File: config.mk
export PLATFORM = sky130hd
export DESIGN_NAME = pscu_front
export DESIGN_NICKNAME = d
export VERILOG_FILES = /design/src/design/pscu_pkg.sv /design/src/design/pscu_front.sv
export VERILOG_INCLUDE_DIRS = /design/src /design/src/design
export SDC_FILE = /design/constraint.sdc
export NUM_CORES = 1
export LEC_CHECK = 0
export BUFFER_PORTS_ARGS = -buffer_cell sky130_fd_sc_hd__buf_2
export CAP_MARGIN = 5
export CORE_UTILIZATION = 50
export DETAILED_ROUTE_END_ITERATION = 6
export PLACE_DENSITY_LB_ADDON = 0.1
export SLEW_MARGIN = 20
export SYNTH_ARGS = -nofsm -noshare
export SYNTH_HDL_FRONTEND = slang
export SYNTH_SLANG_ARGS = --single-unit
File: constraint.sdc
create_clock -name clk -period 3 [get_ports clk]
set_clock_uncertainty 0.15 [all_clocks]
set_input_delay 0.15 -clock clk [delete_from_list [all_inputs] [get_ports clk]]
set_output_delay 0.15 -clock clk [all_outputs]
set_load 0.005 [all_outputs]
File: src/design/pth_sensor_compensation_unit_defines.svh
// Assertion macros shared by the compensation unit RTL.
// Expects signals clk and rst_n in the scope where a macro is used.
`ifndef PTH_SENSOR_COMPENSATION_UNIT_DEFINES_SVH
`define PTH_SENSOR_COMPENSATION_UNIT_DEFINES_SVH

`ifndef SYNTHESIS
// Check a property on every rising clock edge outside reset
`define PSCU_ASSERT(lbl, prop) \
    lbl: assert property (@(posedge clk) disable iff (!rst_n) prop) \
        else $error("pscu assertion failed");
// Check that a condition never holds outside reset
`define PSCU_ASSERT_NEVER(lbl, cond) \
    lbl: assert property (@(posedge clk) disable iff (!rst_n) !(cond)) \
        else $error("pscu forbidden condition seen");
`else
`define PSCU_ASSERT(lbl, prop)
`define PSCU_ASSERT_NEVER(lbl, cond)
`endif

`endif

File: src/design/pscu_pkg.sv
// Types, constants and the compensation microprogram of the compensation unit.
// Used by pscu_front, pscu_engine and pth_sensor_compensation_unit.
package pscu_pkg;

    // Queue between front and engine
    localparam int QUEUE_DEPTH_DEF = 4;

    // Scratch memory and sequencer sizes
    localparam int TMP_AW     = 4;
    localparam int PC_W       = 7;
    localparam int UOP_COUNT  = 73;
    localparam int MUL_CHUNKS = 4;
    localparam int DIV_STEPS  = 64;

    // Microprogram steps whose results feed the output fields
    localparam logic [PC_W-1:0] UPC_TEMP = 7'd14;
    localparam logic [PC_W-1:0] UPC_PRES = 7'd46;
    localparam logic [PC_W-1:0] UPC_HUM  = 7'd72;

    // Configuration register indexes
    localparam logic [2:0] REG_TP_LOW    = 3'd0;
    localparam logic [2:0] REG_TP_MID    = 3'd1;
    localparam logic [2:0] REG_TP_HIGH   = 3'd2;
    localparam logic [2:0] REG_HUM_FIRST = 3'd3;
    localparam logic [2:0] REG_HUM_REST  = 3'd4;

    // Clamp limits
    localparam logic signed [31:0] TEMP_MAX = 32'sd32767;
    localparam logic signed [31:0] TEMP_MIN = -32'sd32768;
    localparam logic signed [31:0] HUM_MAX  = 32'sd419430400;

    typedef struct packed {
        logic [63:0] tp_low;
        logic [63:0] tp_mid;
        logic [63:0] tp_high;
        logic [7:0]  hum_first;
        logic [55:0] hum_rest;
    } pscu_calib_t;

    typedef struct packed {
        logic [15:0] raw_humidity;
        logic [19:0] raw_temperature;
        logic [19:0] raw_pressure;
    } pscu_item_t;

    typedef struct packed {
        logic       valid;
        pscu_item_t item;
    } pscu_deq_t;

    typedef enum logic [2:0] {
        OP_ADD,
        OP_SUB,
        OP_MUL,
        OP_SRA,
        OP_SHL,
        OP_DIV
    } uop_kind_t;

    // Fixed operands: raw inputs, coefficients and constants
    typedef enum logic [4:0] {
        FX_AT, FX_AP, FX_AH,
        FX_T1, FX_T2, FX_T3,
        FX_P1, FX_P2, FX_P3, FX_P4, FX_P5, FX_P6, FX_P7, FX_P8, FX_P9,
        FX_H1, FX_H2, FX_H3, FX_H4, FX_H5, FX_H6,
        FX_C5, FX_C128, FX_C128000, FX_C2P20, FX_C3125, FX_C2P47,
        FX_C76800, FX_C16384, FX_C32768, FX_C2097152, FX_C8192
    } fx_src_t;

    typedef enum logic [2:0] {
        ST_IDLE,
        ST_READ,
        ST_EXEC,
        ST_MUL,
        ST_DIV,
        ST_DONE
    } eng_state_t;

    typedef struct packed {
        uop_kind_t             kind;
        logic                  w32;
        logic [TMP_AW-1:0]     dst;
        logic                  a_fx;
        logic [4:0]            a_sel;
        logic                  b_fx;
        logic [4:0]            b_sel;
        logic [5:0]            sh;
    } pscu_uop_t;

    function automatic pscu_uop_t mk_op(uop_kind_t k, logic w, int d, logic afx, int a,
                                        logic bfx, int b, int s);
        pscu_uop_t u;
        u.kind  = k;
        u.w32   = w;
        u.dst   = TMP_AW'(d);
        u.a_fx  = afx;
        u.a_sel = 5'(a);
        u.b_fx  = bfx;
        u.b_sel = 5'(b);
        u.sh    = 6'(s);
        return u;
    endfunction

    // temp op temp
    function automatic pscu_uop_t rr(uop_kind_t k, logic w, int d, int a, int b);
        return mk_op(k, w, d, 1'b0, a, 1'b0, b, 0);
    endfunction

    // temp op fixed
    function automatic pscu_uop_t rf(uop_kind_t k, logic w, int d, int a, fx_src_t f);
        return mk_op(k, w, d, 1'b0, a, 1'b1, int'(f), 0);
    endfunction

    // fixed op temp
    function automatic pscu_uop_t fr(uop_kind_t k, logic w, int d, fx_src_t f, int b);
        return mk_op(k, w, d, 1'b1, int'(f), 1'b0, b, 0);
    endfunction

    // fixed op fixed
    function automatic pscu_uop_t ff(uop_kind_t k, logic w, int d, fx_src_t f, fx_src_t g);
        return mk_op(k, w, d, 1'b1, int'(f), 1'b1, int'(g), 0);
    endfunction

    // shift of a temp
    function automatic pscu_uop_t shr(uop_kind_t k, logic w, int d, int a, int s);
        return mk_op(k, w, d, 1'b0, a, 1'b0, 0, s);
    endfunction

    // shift of a fixed operand
    function automatic pscu_uop_t shf(uop_kind_t k, logic w, int d, fx_src_t f, int s);
        return mk_op(k, w, d, 1'b1, int'(f), 1'b0, 0, s);
    endfunction

    // Compensation microprogram; w32 steps wrap to 32 bits and sign-extend
    function automatic pscu_uop_t uop_rom(logic [PC_W-1:0] pc);
        pscu_uop_t u;
        case (pc)
            // temperature path
            7'd0:  u = shf(OP_SRA, 1'b1, 0, FX_AT, 3);
            7'd1:  u = shf(OP_SHL, 1'b1, 1, FX_T1, 1);
            7'd2:  u = rr(OP_SUB, 1'b1, 0, 0, 1);
            7'd3:  u = rf(OP_MUL, 1'b1, 0, 0, FX_T2);
            7'd4:  u = shr(OP_SRA, 1'b1, 0, 0, 11);
            7'd5:  u = shf(OP_SRA, 1'b1, 1, FX_AT, 4);
            7'd6:  u = rf(OP_SUB, 1'b1, 1, 1, FX_T1);
            7'd7:  u = rr(OP_MUL, 1'b1, 1, 1, 1);
            7'd8:  u = shr(OP_SRA, 1'b1, 1, 1, 12);
            7'd9:  u = rf(OP_MUL, 1'b1, 1, 1, FX_T3);
            7'd10: u = shr(OP_SRA, 1'b1, 1, 1, 14);
            7'd11: u = rr(OP_ADD, 1'b1, 2, 0, 1);
            7'd12: u = rf(OP_MUL, 1'b1, 3, 2, FX_C5);
            7'd13: u = rf(OP_ADD, 1'b1, 3, 3, FX_C128);
            7'd14: u = shr(OP_SRA, 1'b1, 3, 3, 8);
            // pressure path
            7'd15: u = rf(OP_SUB, 1'b0, 4, 2, FX_C128000);
            7'd16: u = rr(OP_MUL, 1'b0, 5, 4, 4);
            7'd17: u = rf(OP_MUL, 1'b0, 6, 5, FX_P6);
            7'd18: u = rf(OP_MUL, 1'b0, 7, 4, FX_P5);
            7'd19: u = shr(OP_SHL, 1'b0, 7, 7, 17);
            7'd20: u = rr(OP_ADD, 1'b0, 6, 6, 7);
            7'd21: u = shf(OP_SHL, 1'b0, 7, FX_P4, 35);
            7'd22: u = rr(OP_ADD, 1'b0, 6, 6, 7);
            7'd23: u = rf(OP_MUL, 1'b0, 5, 5, FX_P3);
            7'd24: u = shr(OP_SRA, 1'b0, 5, 5, 8);
            7'd25: u = rf(OP_MUL, 1'b0, 7, 4, FX_P2);
            7'd26: u = shr(OP_SHL, 1'b0, 7, 7, 12);
            7'd27: u = rr(OP_ADD, 1'b0, 5, 5, 7);
            7'd28: u = rf(OP_ADD, 1'b0, 5, 5, FX_C2P47);
            7'd29: u = rf(OP_MUL, 1'b0, 5, 5, FX_P1);
            7'd30: u = shr(OP_SRA, 1'b0, 5, 5, 33);
            7'd31: u = ff(OP_SUB, 1'b0, 7, FX_C2P20, FX_AP);
            7'd32: u = shr(OP_SHL, 1'b0, 7, 7, 31);
            7'd33: u = rr(OP_SUB, 1'b0, 7, 7, 6);
            7'd34: u = rf(OP_MUL, 1'b0, 7, 7, FX_C3125);
            7'd35: u = rr(OP_DIV, 1'b0, 7, 7, 5);
            7'd36: u = shr(OP_SRA, 1'b0, 8, 7, 13);
            7'd37: u = fr(OP_MUL, 1'b0, 9, FX_P9, 8);
            7'd38: u = rr(OP_MUL, 1'b0, 9, 9, 8);
            7'd39: u = shr(OP_SRA, 1'b0, 9, 9, 25);
            7'd40: u = fr(OP_MUL, 1'b0, 10, FX_P8, 7);
            7'd41: u = shr(OP_SRA, 1'b0, 10, 10, 19);
            7'd42: u = rr(OP_ADD, 1'b0, 7, 7, 9);
            7'd43: u = rr(OP_ADD, 1'b0, 7, 7, 10);
            7'd44: u = shr(OP_SRA, 1'b0, 7, 7, 8);
            7'd45: u = shf(OP_SHL, 1'b0, 9, FX_P7, 4);
            7'd46: u = rr(OP_ADD, 1'b0, 7, 7, 9);
            // humidity path
            7'd47: u = rf(OP_SUB, 1'b1, 0, 2, FX_C76800);
            7'd48: u = shf(OP_SHL, 1'b1, 1, FX_AH, 14);
            7'd49: u = shf(OP_SHL, 1'b1, 4, FX_H4, 20);
            7'd50: u = rr(OP_SUB, 1'b1, 1, 1, 4);
            7'd51: u = fr(OP_MUL, 1'b1, 4, FX_H5, 0);
            7'd52: u = rr(OP_SUB, 1'b1, 1, 1, 4);
            7'd53: u = rf(OP_ADD, 1'b1, 1, 1, FX_C16384);
            7'd54: u = shr(OP_SRA, 1'b1, 1, 1, 15);
            7'd55: u = rf(OP_MUL, 1'b1, 4, 0, FX_H6);
            7'd56: u = shr(OP_SRA, 1'b1, 4, 4, 10);
            7'd57: u = rf(OP_MUL, 1'b1, 5, 0, FX_H3);
            7'd58: u = shr(OP_SRA, 1'b1, 5, 5, 11);
            7'd59: u = rf(OP_ADD, 1'b1, 5, 5, FX_C32768);
            7'd60: u = rr(OP_MUL, 1'b1, 4, 4, 5);
            7'd61: u = shr(OP_SRA, 1'b1, 4, 4, 10);
            7'd62: u = rf(OP_ADD, 1'b1, 4, 4, FX_C2097152);
            7'd63: u = rf(OP_MUL, 1'b1, 4, 4, FX_H2);
            7'd64: u = rf(OP_ADD, 1'b1, 4, 4, FX_C8192);
            7'd65: u = shr(OP_SRA, 1'b1, 4, 4, 14);
            7'd66: u = rr(OP_MUL, 1'b1, 1, 1, 4);
            7'd67: u = shr(OP_SRA, 1'b1, 4, 1, 15);
            7'd68: u = rr(OP_MUL, 1'b1, 4, 4, 4);
            7'd69: u = shr(OP_SRA, 1'b1, 4, 4, 7);
            7'd70: u = rf(OP_MUL, 1'b1, 4, 4, FX_H1);
            7'd71: u = shr(OP_SRA, 1'b1, 4, 4, 4);
            7'd72: u = rr(OP_SUB, 1'b1, 1, 1, 4);
            default: u = rr(OP_ADD, 1'b0, 15, 15, 15);
        endcase
        return u;
    endfunction

endpackage

File: src/design/pscu_front.sv
// Input side of the compensation unit: stream slave and sample queue.
// Depends on pscu_pkg and the shared assertion macros.
`include "pth_sensor_compensation_unit_defines.svh"

module pscu_front #(
    parameter int DEPTH = pscu_pkg::QUEUE_DEPTH_DEF
) (
    input  logic               clk,
    input  logic               rst_n,
    input  logic               s_tvalid,
    output logic               s_tready,
    // [19:0] raw_pressure, [39:20] raw_temperature, [55:40] raw_humidity
    input  logic [55:0]        s_tdata,
    output pscu_pkg::pscu_deq_t deq,
    input  logic               deq_ready
);
    import pscu_pkg::*;

    localparam int PTR_W = $clog2(DEPTH);
    localparam int CNT_W = $clog2(DEPTH + 1);

    pscu_item_t         q_mem [DEPTH];
    pscu_item_t         in_item;
    logic [PTR_W-1:0]   wr_ptr_reg, wr_ptr_next;
    logic [PTR_W-1:0]   rd_ptr_reg, rd_ptr_next;
    logic [CNT_W-1:0]   cnt_reg, cnt_next;
    logic               push, pop;

    // Split the transfer into its fields
    always_comb
    begin
        in_item.raw_pressure    = s_tdata[19:0];
        in_item.raw_temperature = s_tdata[39:20];
        in_item.raw_humidity    = s_tdata[55:40];
    end

    assign s_tready = (cnt_reg != CNT_W'(DEPTH));
    assign push     = s_tvalid && s_tready;
    assign pop      = deq.valid && deq_ready;

    always_comb
    begin
        deq.valid = (cnt_reg != '0);
        deq.item  = q_mem[rd_ptr_reg];
    end

    // Advance pointers with wrap at the queue depth
    always_comb
    begin
        wr_ptr_next = wr_ptr_reg;
        rd_ptr_next = rd_ptr_reg;
        if (push)
        begin
            wr_ptr_next = (wr_ptr_reg == PTR_W'(DEPTH - 1)) ? '0 : wr_ptr_reg + PTR_W'(1);
        end
        if (pop)
        begin
            rd_ptr_next = (rd_ptr_reg == PTR_W'(DEPTH - 1)) ? '0 : rd_ptr_reg + PTR_W'(1);
        end
        case ({push, pop})
            2'b10:   cnt_next = cnt_reg + CNT_W'(1);
            2'b01:   cnt_next = cnt_reg - CNT_W'(1);
            default: cnt_next = cnt_reg;
        endcase
    end

    always_ff @(posedge clk or negedge rst_n)
    begin
        if (!rst_n)
        begin
            wr_ptr_reg <= '0;
            rd_ptr_reg <= '0;
            cnt_reg    <= '0;
        end
        else
        begin
            wr_ptr_reg <= wr_ptr_next;
            rd_ptr_reg <= rd_ptr_next;
            cnt_reg    <= cnt_next;
        end
    end

    // Store accepted samples
    always_ff @(posedge clk)
    begin
        if (push)
        begin
            q_mem[wr_ptr_reg] <= in_item;
        end
    end

    `PSCU_ASSERT_NEVER(a_cnt_bound, cnt_reg > CNT_W'(DEPTH))
    `PSCU_ASSERT(a_cnt_inc, (push && !pop) |=> (cnt_reg == $past(cnt_reg) + CNT_W'(1)))
    `PSCU_ASSERT(a_empty_ptrs, (cnt_reg == '0) |-> (wr_ptr_reg == rd_ptr_reg))

endmodule

# --- After elaboration in Yosys (flattened, before gate mapping) ---
# Memory sizes are Yosys's and may differ from the RTL's.
# Cells that the tools add are included.
# W data, S select, Z words.
classes:
  n_eq_ne: 5
  reduce_logical: 4
  mux: 5
  add_sub_neg: 4
ops:
  columns: ["cell", "n"]
  rows:
  - ["$eq A2 B2 Y1 const B", 3]
  - ["$pmux W3 S2", 1]
  - ["$add A2 B1 Y2 const B", 2]
  - ["$mux W2", 2]
  - ["$add A3 B1 Y3 const B", 1]
  - ["$ne A3 B3 Y1 const B", 1]
  - ["$reduce_bool A3 Y1", 1]
  - ["$sub A3 B1 Y3 const B", 1]
  - ["$eq A2 B1 Y1 const B", 1]
  - ["$logic_and A1 B1 Y1", 2]
  - ["$mux W1", 2]
  - ["$reduce_bool A2 Y1", 1]
word_totals:
  wordCells: 22
  ff_bits: 7
  memories: 1
  input_bits: 60
  mem_bits_rw: 224
  out_inout_bits: 58
memory_table:
  columns: ["memory", "words", "word_bits", "read_ports", "rd_clocked_by_memory_dff", "wr", "line_no", "rtl"]
  rows:
  - ["q_mem", 4, 56, 1, 0, 1, "pscu_front.sv:22", "pscu_item_t q_mem [DEPTH];"]

# --- Longest topological paths before layout ---
# Gate-level depths: netlist of run 1.
depth:
  word_depth: 4
  mapped_depth: 9
  ltp_nobuf: 9

# --- Worst setup path before layout of run 1 ---
# Ideal clock, no wire load.
synth_path:
  path_type: "reg2reg"
  start: "register cnt_reg[0]"
  end: "register cnt_reg[2]"
  path_slack_ps: 775
  stages_incl_launch_ff: 10
  synth_period_minus_slack_ps: 2225
  arrival_ps: 1996
  required_time_ps: 2771
  n_path_buf: 0
  path_cell_list: "dfrtp_1 > or3b_4 > and2_4 > inv_1 > ha_1 > inv_1 > fa_1 > xor2_1 > nor2_1 > xor2_1"
synth_between:
  elab_chain_cells: 4
  elab_cells_between_ends: 10
  classes_between: "add/sub: 2; eq/ne: 3; mux: 1; reduce/logical: 4"
synth_lines:
  columns: ["item", "line_no", "rtl"]
  rows:
  - ["from (decl)", "pscu_front.sv:26", "logic [CNT_W-1:0] cnt_reg, cnt_next;"]
  - ["from (signal assigned)", "pscu_front.sv:79", "cnt_reg <= cnt_next;"]
  - ["$ne A3 B3 Y1 (*)", "pscu_front.sv:37", "assign s_tready = (cnt_reg != CNT_W'(DEPTH));"]
  - ["via s_tready", "pscu_front.sv:11", "output logic s_tready,"]
  - ["$logic_and A1 B1 Y1 (*)", "pscu_front.sv:38", "assign push = s_tvalid && s_tready;"]
  - ["$eq A2 B1 Y1 / $eq A2 B2 Y1 (equally long branches)", "pscu_front.sv:60", "case ({push, pop})"]
  - ["$pmux W3 S2 / $reduce_bool A2 Y1 (equally long branches)", null, null]
# Mark *: on every way through the listed nets, which the timed path passes. The rest lies on a longest branch.
# A chain may end at the register's enable or synchronous reset.

==> out/metrics.yaml, run 1 <==
clock_network:
  root_buffer: "clkbuf_16"
  clk_pin_slew_ns: 0.06
  clkSinkCount: 231
  cts_made_buffers: 24
  cts-resized-gates: 0
  hold_buffers: 60
  clock_latency_ns: 0.50
  clock_path_buffers: 3
  htreeDepth: 1
  cts_tree: "built"
  postCtsSetupBuffers: 0
power_and_ir_drop:
  ir_drop_v: 0.000779
  p_leak_uw: 0.00383
  powerDensity_nw_per_um2: 940
die:
  start_util: 0.513
  die_y_um: 133
  coreArea_um2: 16600
  ios: 118
  floorplan.rows: 47
  die_x_um: 133
  die_area_um2: 17600
cells_and_area:
  fill_cells: 1123
  utilization: 0.652
  largest_reg_flops: 224
  drive_gt1_frac: 0.422
  fin_area_um2: 10800
  num_antenna_cells: 0
  nNetsFinal: 601
  multi_input_area_um2: 1520
  area_growth_pct: 27.1
  register_area_um2: 6910
timing:
  slew_headroom: 0.432
  setup_violations: 0
  finalCritPeriodShare: 0.869
  tightest_slew_ns: 0.852
  drv_slew: 0
  rsz0062_at_grt: "false"
  tns_ns: 0
  hold_violations: 0
  period_needed_ns: 2.61
  max_freq_mhz: 384
worst_setup_path:
  end_kind: "output port"
  crit_fanout: 26
  worst-setup-path-type: "flop to output port"
  cp.required_ns: 2.70
  startpoint_type: "flop"
  crit_slowest_cell: "dfrtp_4"
  cp_slowest_stage_delay_ns: 0.77
  path_cells: "buf_4, mux4_2, buf_2"
  crit_buf_inv: 2
  cp.arrival_ns: 2.31
  critPathTopFamily: "flip-flops"
logic_synthesis:
  yosysTopAreaCell: "edfxtp_1"
  synth_top_area_share: 0.788
  netlist_instances: 333
  synth_area_leaders: "edfxtp_1 (79%), mux4_2 (15%), dfrtp_1 (2.1%)"
  synth_area_um2: 8530
  synth_fp_nets: 400
  avgSynthCellArea_um2: 25.6
  yosysSeqAreaShare: 0.809
  ys_warn_count: 0
  synth_seq_cells: 231
  synth.distinct_cells: 21
drt:
  postRouteAntennaNets: 0
  routed_wl_mm: 14.9
  wl_per_cell_um: 19.4
  vias: 4046
  route.detailed.drc: 0
  viasPerCell: 5.24
  drt_iter0_markers: 230
  dr.pass1.iters: 4
global_routing:
  grt_pass1_vias: 4295
  grt_pass1_wl_mm: 23.6
  antenna_found_initial: 0
  gr-total-overflow: 0
  grt_max_degree: 33
  track_usage: 0.178
placement:
  gp_congestion: 0.754
  dp_hpwl_mm: 9.00
  io_buffer_count: 117
  dpl_cell_area_um2: 9440
min_path:
  min-delay-path-class: "input port to flop"
status:
  status: "completed"
flow_run:
  drv_cap: 0
==> synth_stat cells <==
library cell	n
nand2_1	1
buf_6	3
xnor2_1	1
edfxtp_1	224
mux2_4	2
and2_4	1
buf_2	5
mux2_2	2
ha_1	6
xor2_1	2
inv_1	7
fa_1	1
mux2i_1	1
and3_2	4
nor2_1	3
mux4_2	56
or3_2	1
dfrtp_1	7
buf_4	3
clkbuf_1	2
or3b_4	1
==> metal layers <==
| metal | GRT usage | vias up | share of wire |
|---|---|---|---|
| li1 | - | 1818 | - |
| met1 | 0.250 | 2082 | 0.43 |
| met2 | 0.288 | 120 | 0.49 |
| met3 | 0.0318 | 26 | 0.057 |
| met4 | 0.0530 | 0 | 0.020 |
| met5 | 0 | - | 0 |
==> kinds of logic after synthesis <==
| group | synth area share |
|---|---|
| XOR/XNOR | 0.00308 |
| adder cells (fa/ha/maj) | 0.0111 |
| buffers and inverters | 0.0135 |
| flip-flops | 0.809 |
| multiplexers | 0.155 |
| AND/OR/NAND/NOR | 0.00850 |
==> worst paths after layout <==
path,start,end,slack [ns],cells past startpoint
worst min register to register,cnt_reg[2],cnt_reg[2],0.34,1
max in group asynchronous,rst_n,rd_ptr_reg[0],1.98,3
worst min-delay path,s_tdata[7],q_mem[1][7],0.26,2
min in group asynchronous,rst_n,cnt_reg[0],0.45,3
worst max register to register,cnt_reg[0],cnt_reg[2],0.56,9
worst max-delay path,rd_ptr_reg[0],deq[33],0.39,3
==> where the power goes <==
part | internal, uW | switching [uW]
sequential | 4270 | 288
combinational | 1440 | 1250
clock | 1830 | 1120
==> cell type report <==
cell class / instances / area share
well taps: 220 / 0.0254
inverters: 7 / 0.00242
repair buffers: 188 / 0.122
multi-input cells: 82 / 0.140
clock buffers: 33 / 0.0623
flip-flops and latches: 231 / 0.637
clock inverters: 11 / 0.0118
==> layout by cell type, fill, tap and decap left out, types with 2 or more instances in the layout <==
master,netlist,routed
clkbuf_1,2,6
nor2_1,3,3
buf_2,5,117
clkbuf_8,0,2
ha_1,6,6
inv_1,7,7
clkbuf_16,0,25
edfxtp_1,224,224
buf_4,3,7
mux2_4,2,2
mux2_2,2,2
xor2_1,2,2
buf_12,0,4
dfrtp_1,7,5
and3_2,4,4
dlygate4sd3_1,0,60
clkinv_1,0,2
mux4_2,56,56
clkinv_2,0,6
bufinv_16,0,3
==> metrics by stage <==
| stage | hold WS (ns) | cells | power, uW | worst slack, ns |
|---|---|---|---|---|
| after CTS | 0.235 | 772 | 10400 | 0.325 |
| final | 0.255 | 772 | 10200 | 0.393 |
| after global placement | -0.161 | 668 | 7290 | 0.602 |
| after floorplan | -0.296 | 333 | 6230 | 0.775 |
| after detailed placement | -0.157 | 668 | 7350 | 0.583 |
| after global routing | 0.251 | 772 | 10700 | 0.233 |
==> worst reg2reg max path, stage by stage (launching register included) <==
cell     delay, ns
dfrtp_1       0.42
or3b_4        0.44
and2_4        0.19
inv_1         0.06
ha_1          0.19
inv_1         0.07
fa_1          0.39
xor2_1        0.16
nor2_1        0.11
xor2_1        0.17
Note: power is estimated with default switching activity, not from simulation.
==> inputs of run 2 (changes only) <==
--- a/config.mk
+++ b/config.mk
@@ -8,7 +8,7 @@
 export LEC_CHECK = 0
 export BUFFER_PORTS_ARGS = -buffer_cell sky130_fd_sc_hd__buf_2
 export CAP_MARGIN = 5
-export CORE_UTILIZATION = 50
+export CORE_UTILIZATION = 46
 export DETAILED_ROUTE_END_ITERATION = 6
 export PLACE_DENSITY_LB_ADDON = 0.1
 export SLEW_MARGIN = 20
==> out/metrics.yaml, run 2 (synthesized netlist as in run 1, its figures left out) <==
status:
  status: "finished, violations left"
  violations: "design-rule violations"
timing:
  period_needed_ns: 2.51  # -0.101 ns
  setup_violations: 0  # unchanged
  slew_headroom: 0.526  # +0.0940
  drv_slew: 0  # unchanged
  tightest_slew_ns: 0.711  # -0.141 ns
  holdWs_ns: 0.245  # -0.00966 ns
  rsz0062_at_grt: "false"
  tns_ns: 0  # unchanged
  hold_violations: 0  # unchanged
  max_freq_mhz: 399  # +4.0%
  finalCritPeriodShare: 0.836  # -0.0335
drt:
  routed_wl_mm: 15.4  # +3.3%
  postRouteAntennaNets: 0  # unchanged
  drt_iter0_markers: 176  # -23%
  dr.pass1.iters: 6  # +2
  wl_per_cell_um: 19.8  # +2.5%
  vias: 3997  # -1.2%
  viasPerCell: 5.14  # -2.0%
  route.detailed.drc: 13  # +13
die:
  die_x_um: 138  # +4.2%
  ios: 118  # unchanged
  die_y_um: 138  # +4.2%
  coreArea_um2: 18100  # +8.7%
  floorplan.rows: 49  # +4.3%
  start_util: 0.472  # -0.0409
  die_area_um2: 19100  # +8.6%
power_and_ir_drop:
  p_leak_uw: 0.00380  # -0.89%
  powerDensity_nw_per_um2: 941  # about the same
  ir_drop_v: 0.000691  # -11%
worst_setup_path:
  cp.arrival_ns: 2.21  # -0.10 ns
  cp.required_ns: 2.70  # about the same
  startpoint_type: "flop"
  end_kind: "output port"
  worst-setup-path-type: "flop to output port"
  crit_fanout: 15  # -42%
global_routing:
  grt_pass1_wl_mm: 24.3  # +3.0%
  grt_pass1_vias: 4450  # +3.6%
  track_usage: 0.167  # -0.0103
  gr-total-overflow: 0  # unchanged
  antenna_found_initial: 0  # unchanged
  grt_max_degree: 47  # +42%
clock_network:
  clk_pin_slew_ns: 0.06  # about the same
  clock_latency_ns: 0.50  # about the same
  cts_tree: "built"
  cts_made_buffers: 24  # unchanged
  clock_path_buffers: 3  # unchanged
  postCtsSetupBuffers: 0  # unchanged
  root_buffer: "clkbuf_16"
  htreeDepth: 1  # unchanged
  clkSinkCount: 231  # unchanged
cells_and_area:
  largest_reg_flops: 224  # unchanged
  num_antenna_cells: 0  # unchanged
  area_growth_pct: 27.1  # about the same
  final_common_cell: "edfxtp_1"
  final_cell_mix: "edfxtp_1 (224), buf_2 (117), dlygate4sd3_1 (60)"
  drive_gt1_frac: 0.417  # -0.00498
  fill_cells: 1303  # +16%
  nNetsFinal: 598  # -0.50%
min_path:
  min-delay-path-class: "input port to flop"
flow_run:
  drv_cap: 0  # unchanged
placement:
  dp_hpwl_mm: 8.90  # -1.1%
  io_buffer_count: 117  # unchanged
  gp_congestion: 0.726  # -3.6%
## run 2: path summary, 6_finish.rpt
kind / start / end / slack [ns] / cells past startpoint
worst min-delay path: s_tdata[28] / q_mem[0][28] / 0.25 / 2
worst max register to register: cnt_reg[0] / cnt_reg[2] / 0.62 / 9
min in group asynchronous: rst_n / cnt_reg[2] / 0.49 / 3
worst max-delay path: rd_ptr_reg[0] / deq[15] / 0.49 / 3
max in group asynchronous: rst_n / rd_ptr_reg[0] / 1.93 / 3
worst min register to register: cnt_reg[2] / cnt_reg[2] / 0.36 / 1
## run 2: power breakdown
| part | total, uW | internal [uW] | leakage (uW) | switching [uW] |
|---|---|---|---|---|
| Clock | 2920 | 1780 | 0.000379 | 1150 |
| Sequential | 4550 | 4270 | 0.00213 | 279 |
| Combinational | 2730 | 1440 | 0.00129 | 1290 |
## run 2: cell type report
class | count | area [um^2] | area share
clock buffers | 29 | 641 | 0.0591
clock inverters | 15 | 151 | 0.0140
inverters | 7 | 26.3 | 0.00242
multi-input cells | 82 | 1530 | 0.141
flip-flops and latches | 231 | 6910 | 0.637
well taps | 229 | 287 | 0.0264
repair buffers | 185 | 1310 | 0.121
## run 2: what timing repair did
action / in CTS / in global routing
gates resized for setup: 0 / 0
endpoints found under the hold margin: 235 / 0
hold buffers: 60 / 0
## run 2: critical path, stage by stage (launching register included)
cell and delay, ns:
dfrtp_4 0.62, buf_4 0.38, mux4_2 0.55, buf_2 0.14
## run 2: per-stage QoR
| step | cells | util | power [uW] | setup WS [ns] | area (um^2) |
|---|---|---|---|---|---|
| after floorplan | 333 | - | 6230 | 0.775 | 8530 |
| after global placement | 674 | 0.523 | 7320 | 0.706 | 9450 |
| after detailed placement | 674 | 0.523 | 7360 | 0.653 | 9450 |
| after CTS | 778 | 0.600 | 10400 | 0.402 | 10800 |
| after global routing | 778 | 0.600 | 10700 | 0.352 | 10800 |
| final | 778 | 0.600 | 10200 | 0.493 | 10800 |
## run 2: routing by layer
layer,global-route usage,up-vias,share of wire
li1,-,1811,-
met1,0.209,2061,0.42
met2,0.296,100,0.51
met3,0.0329,25,0.044
met4,0.0526,0,0.023
met5,0,-,0
==> inputs of run 3 (changes only) <==
==> constraint.sdc (replaced) <==
create_clock -name clk -period 2.1 [get_ports clk]
set_clock_uncertainty 0.15 [all_clocks]
set_input_delay 0.105 -clock clk [delete_from_list [all_inputs] [get_ports clk]]
set_output_delay 0.105 -clock clk [all_outputs]
set_load 0.005 [all_outputs]
==> out/metrics.yaml, run 3 (synthesized netlist as in run 1, its figures left out) <==
drt:
  route.detailed.drc: 15  # +2
  postRouteAntennaNets: 0  # unchanged
  wl_per_cell_um: 20.5  # +3.5%
  vias: 4147  # +3.8%
  viasPerCell: 5.19  # +1.0%
  routed_wl_mm: 16.4  # +6.2%
  drt_iter0_markers: 237  # +35%
  dr.pass1.iters: 7  # +1
clock_network:
  cts_tree: "built"
  clock_path_buffers: 3  # unchanged
  clk_pin_slew_ns: 0.06  # about the same
  clock_latency_ns: 0.51  # about the same
  cts_made_buffers: 24  # unchanged
  htreeDepth: 1  # unchanged
  clkSinkCount: 231  # unchanged
  root_buffer: "clkbuf_16"
cells_and_area:
  area_growth_pct: 31.6
  fin_area_um2: 11200  # +3.6%
  final_common_cell: "edfxtp_1"
  fill_cells: 1298  # -0.38%
  largest_reg_flops: 224  # unchanged
  drive_gt1_frac: 0.444  # +0.0267
  utilization: 0.621  # +0.0215
  num_antenna_cells: 0  # unchanged
  nNetsFinal: 620  # +3.7%
  final_cell_mix: "edfxtp_1 (224), buf_2 (109), dlygate4sd3_1 (60)"
timing:
  hold_violations: 0  # unchanged
  finalCritPeriodShare: 1.04
  tns_ns: -3.25  # -3.25 ns
  drv_slew: 0  # unchanged
  slew_headroom: 0.764  # +0.238
  setup_violations: 57  # +57
  max_freq_mhz: 457
  tightest_slew_ns: 0.354  # -0.358 ns
  rsz0062_at_grt: "true"
  period_needed_ns: 2.19
  setup_slack_ns: -0.0898  # -0.583 ns
placement:
  dp_hpwl_mm: 8.94  # +0.46%
  io_buffer_count: 117  # unchanged
  gp_congestion: 0.726  # about the same
  dpl_cell_area_um2: 9590  # +1.5%
die:
  ios: 118  # unchanged
  die_area_um2: 19100  # unchanged
  coreArea_um2: 18100  # unchanged
  die_x_um: 138  # unchanged
  floorplan.rows: 49  # unchanged
  die_y_um: 138  # unchanged
  start_util: 0.472  # unchanged
power_and_ir_drop:
  p_comb_frac: 0.330  # +0.063
  total_switching_power_uw: 4120  # +52%
  ir_drop_v: 0.000708  # +2.5%
  p_int_uw: 11200  # +49%
  powerDensity_nw_per_um2: 1360  # +45%
  swShare: 0.270  # +0.00348
  p_seq_frac: 0.418  # -0.028
  pwr-share-clk: 0.252  # -0.035
  p_leak_uw: 0.00399  # +5.0%
global_routing:
  gr-total-overflow: 0  # unchanged
  antenna_found_initial: 0  # unchanged
  track_usage: 0.174  # +0.00647
  grt_max_degree: 48  # +2.1%
  grt_pass1_vias: 4535  # +1.9%
  grt_pass1_wl_mm: 25.2  # +3.5%
worst_setup_path:
  cp.required_ns: 1.85  # -0.85 ns
  cp.arrival_ns: 1.93  # -0.28 ns
  end_kind: "output port"
  worst-setup-path-type: "flop to output port"
  crit_fanout: 7  # -8
  startpoint_type: "flop"
min_path:
  min-delay-path-class: "input port to flop"
flow_run:
  drv_cap: 0  # unchanged
status:
  violations: "design-rule violations, negative setup slack"
  status: "finished, violations left"
## run 3: cell types whose count changed in the layout (fill, tap and decap cells not counted), moves of 3 or more
cell        before  now
buf_6            0    9
buf_2          117  109
buf_4            3   10
buf_16           0    6
buf_12           5    9
clkbuf_1         4    8
bufinv_16        3    0
clkbuf_16       25   28
clkinvlp_4       3    0
## run 3: layout make-up
type	instances	area [um^2]	share of cell area
inverters	7	26.3	0.00234
well taps	229	287	0.0255
flip-flops and latches	231	6910	0.615
clock inverters	8	36.3	0.00323
repair buffers	207	1760	0.156
clock buffers	35	683	0.0608
multi-input cells	82	1540	0.137
## run 3: timing repair
item                                    in CTS  in global routing
buffers inserted                             5                  1
cloned                                       4                  3
hold buffers                                60                  0
endpoints found under the setup margin      58                 58
pin swaps                                    2                  2
resized for setup                           10                 11
endpoints found under the hold margin      237                  0
## run 3: final timing paths
| kind | startpoint | endpoint | slack (ns) | cells after the start |
|---|---|---|---|---|
| setup / recovery | rd_ptr_reg[0] | deq[15] | -0.09 | 4 |
| hold / removal | s_tdata[12] | q_mem[2][12] | 0.20 | 2 |
| setup reg to reg | cnt_reg[0] | cnt_reg[2] | -0.09 | 9 |
| hold reg to reg | cnt_reg[2] | cnt_reg[2] | 0.36 | 1 |
| max in group asynchronous | rst_n | rd_ptr_reg[1] | 1.12 | 3 |
| min in group asynchronous | rst_n | wr_ptr_reg[1] | 0.39 | 3 |
## run 3: critical path, cell delays in order (launching register included)
cell,delay [ns]
dfrtp_4,0.45
buf_12,0.15
buf_16,0.14
mux4_2,0.53
buf_2,0.15
## run 3: routing by layer
| metal | share of wire | up-vias | track usage |
|---|---|---|---|
| met4 | 0.020 | 0 | 0.0538 |
| met1 | 0.44 | 2161 | 0.232 |
| met3 | 0.045 | 30 | 0.0326 |
| met5 | 0 | - | 0 |
| li1 | - | 1862 | - |
| met2 | 0.50 | 94 | 0.292 |
## run 3: power by group through the flow
stage	Clock (uW)	Sequential (uW)	Combinational, uW
detailed placement	0	6490	4260
CTS	3960	6400	4850
global route	4120	6480	5420
floorplan	0	6340	2580
finish	3860	6390	5050
global placement	0	6430	4220
## run 3: through the flow
stage | worst slack (ns) | std cells | hold slack, ns | power (uW)
finish | -0.0898 | 799 | 0.198 | 15300
global route | -0.171 | 799 | 0.192 | 16000
CTS | -0.128 | 795 | 0.177 | 15200
detailed placement | -0.0631 | 683 | -0.198 | 10700
global placement | -0.00192 | 683 | -0.202 | 10600
floorplan | -0.0182 | 333 | -0.341 | 8920
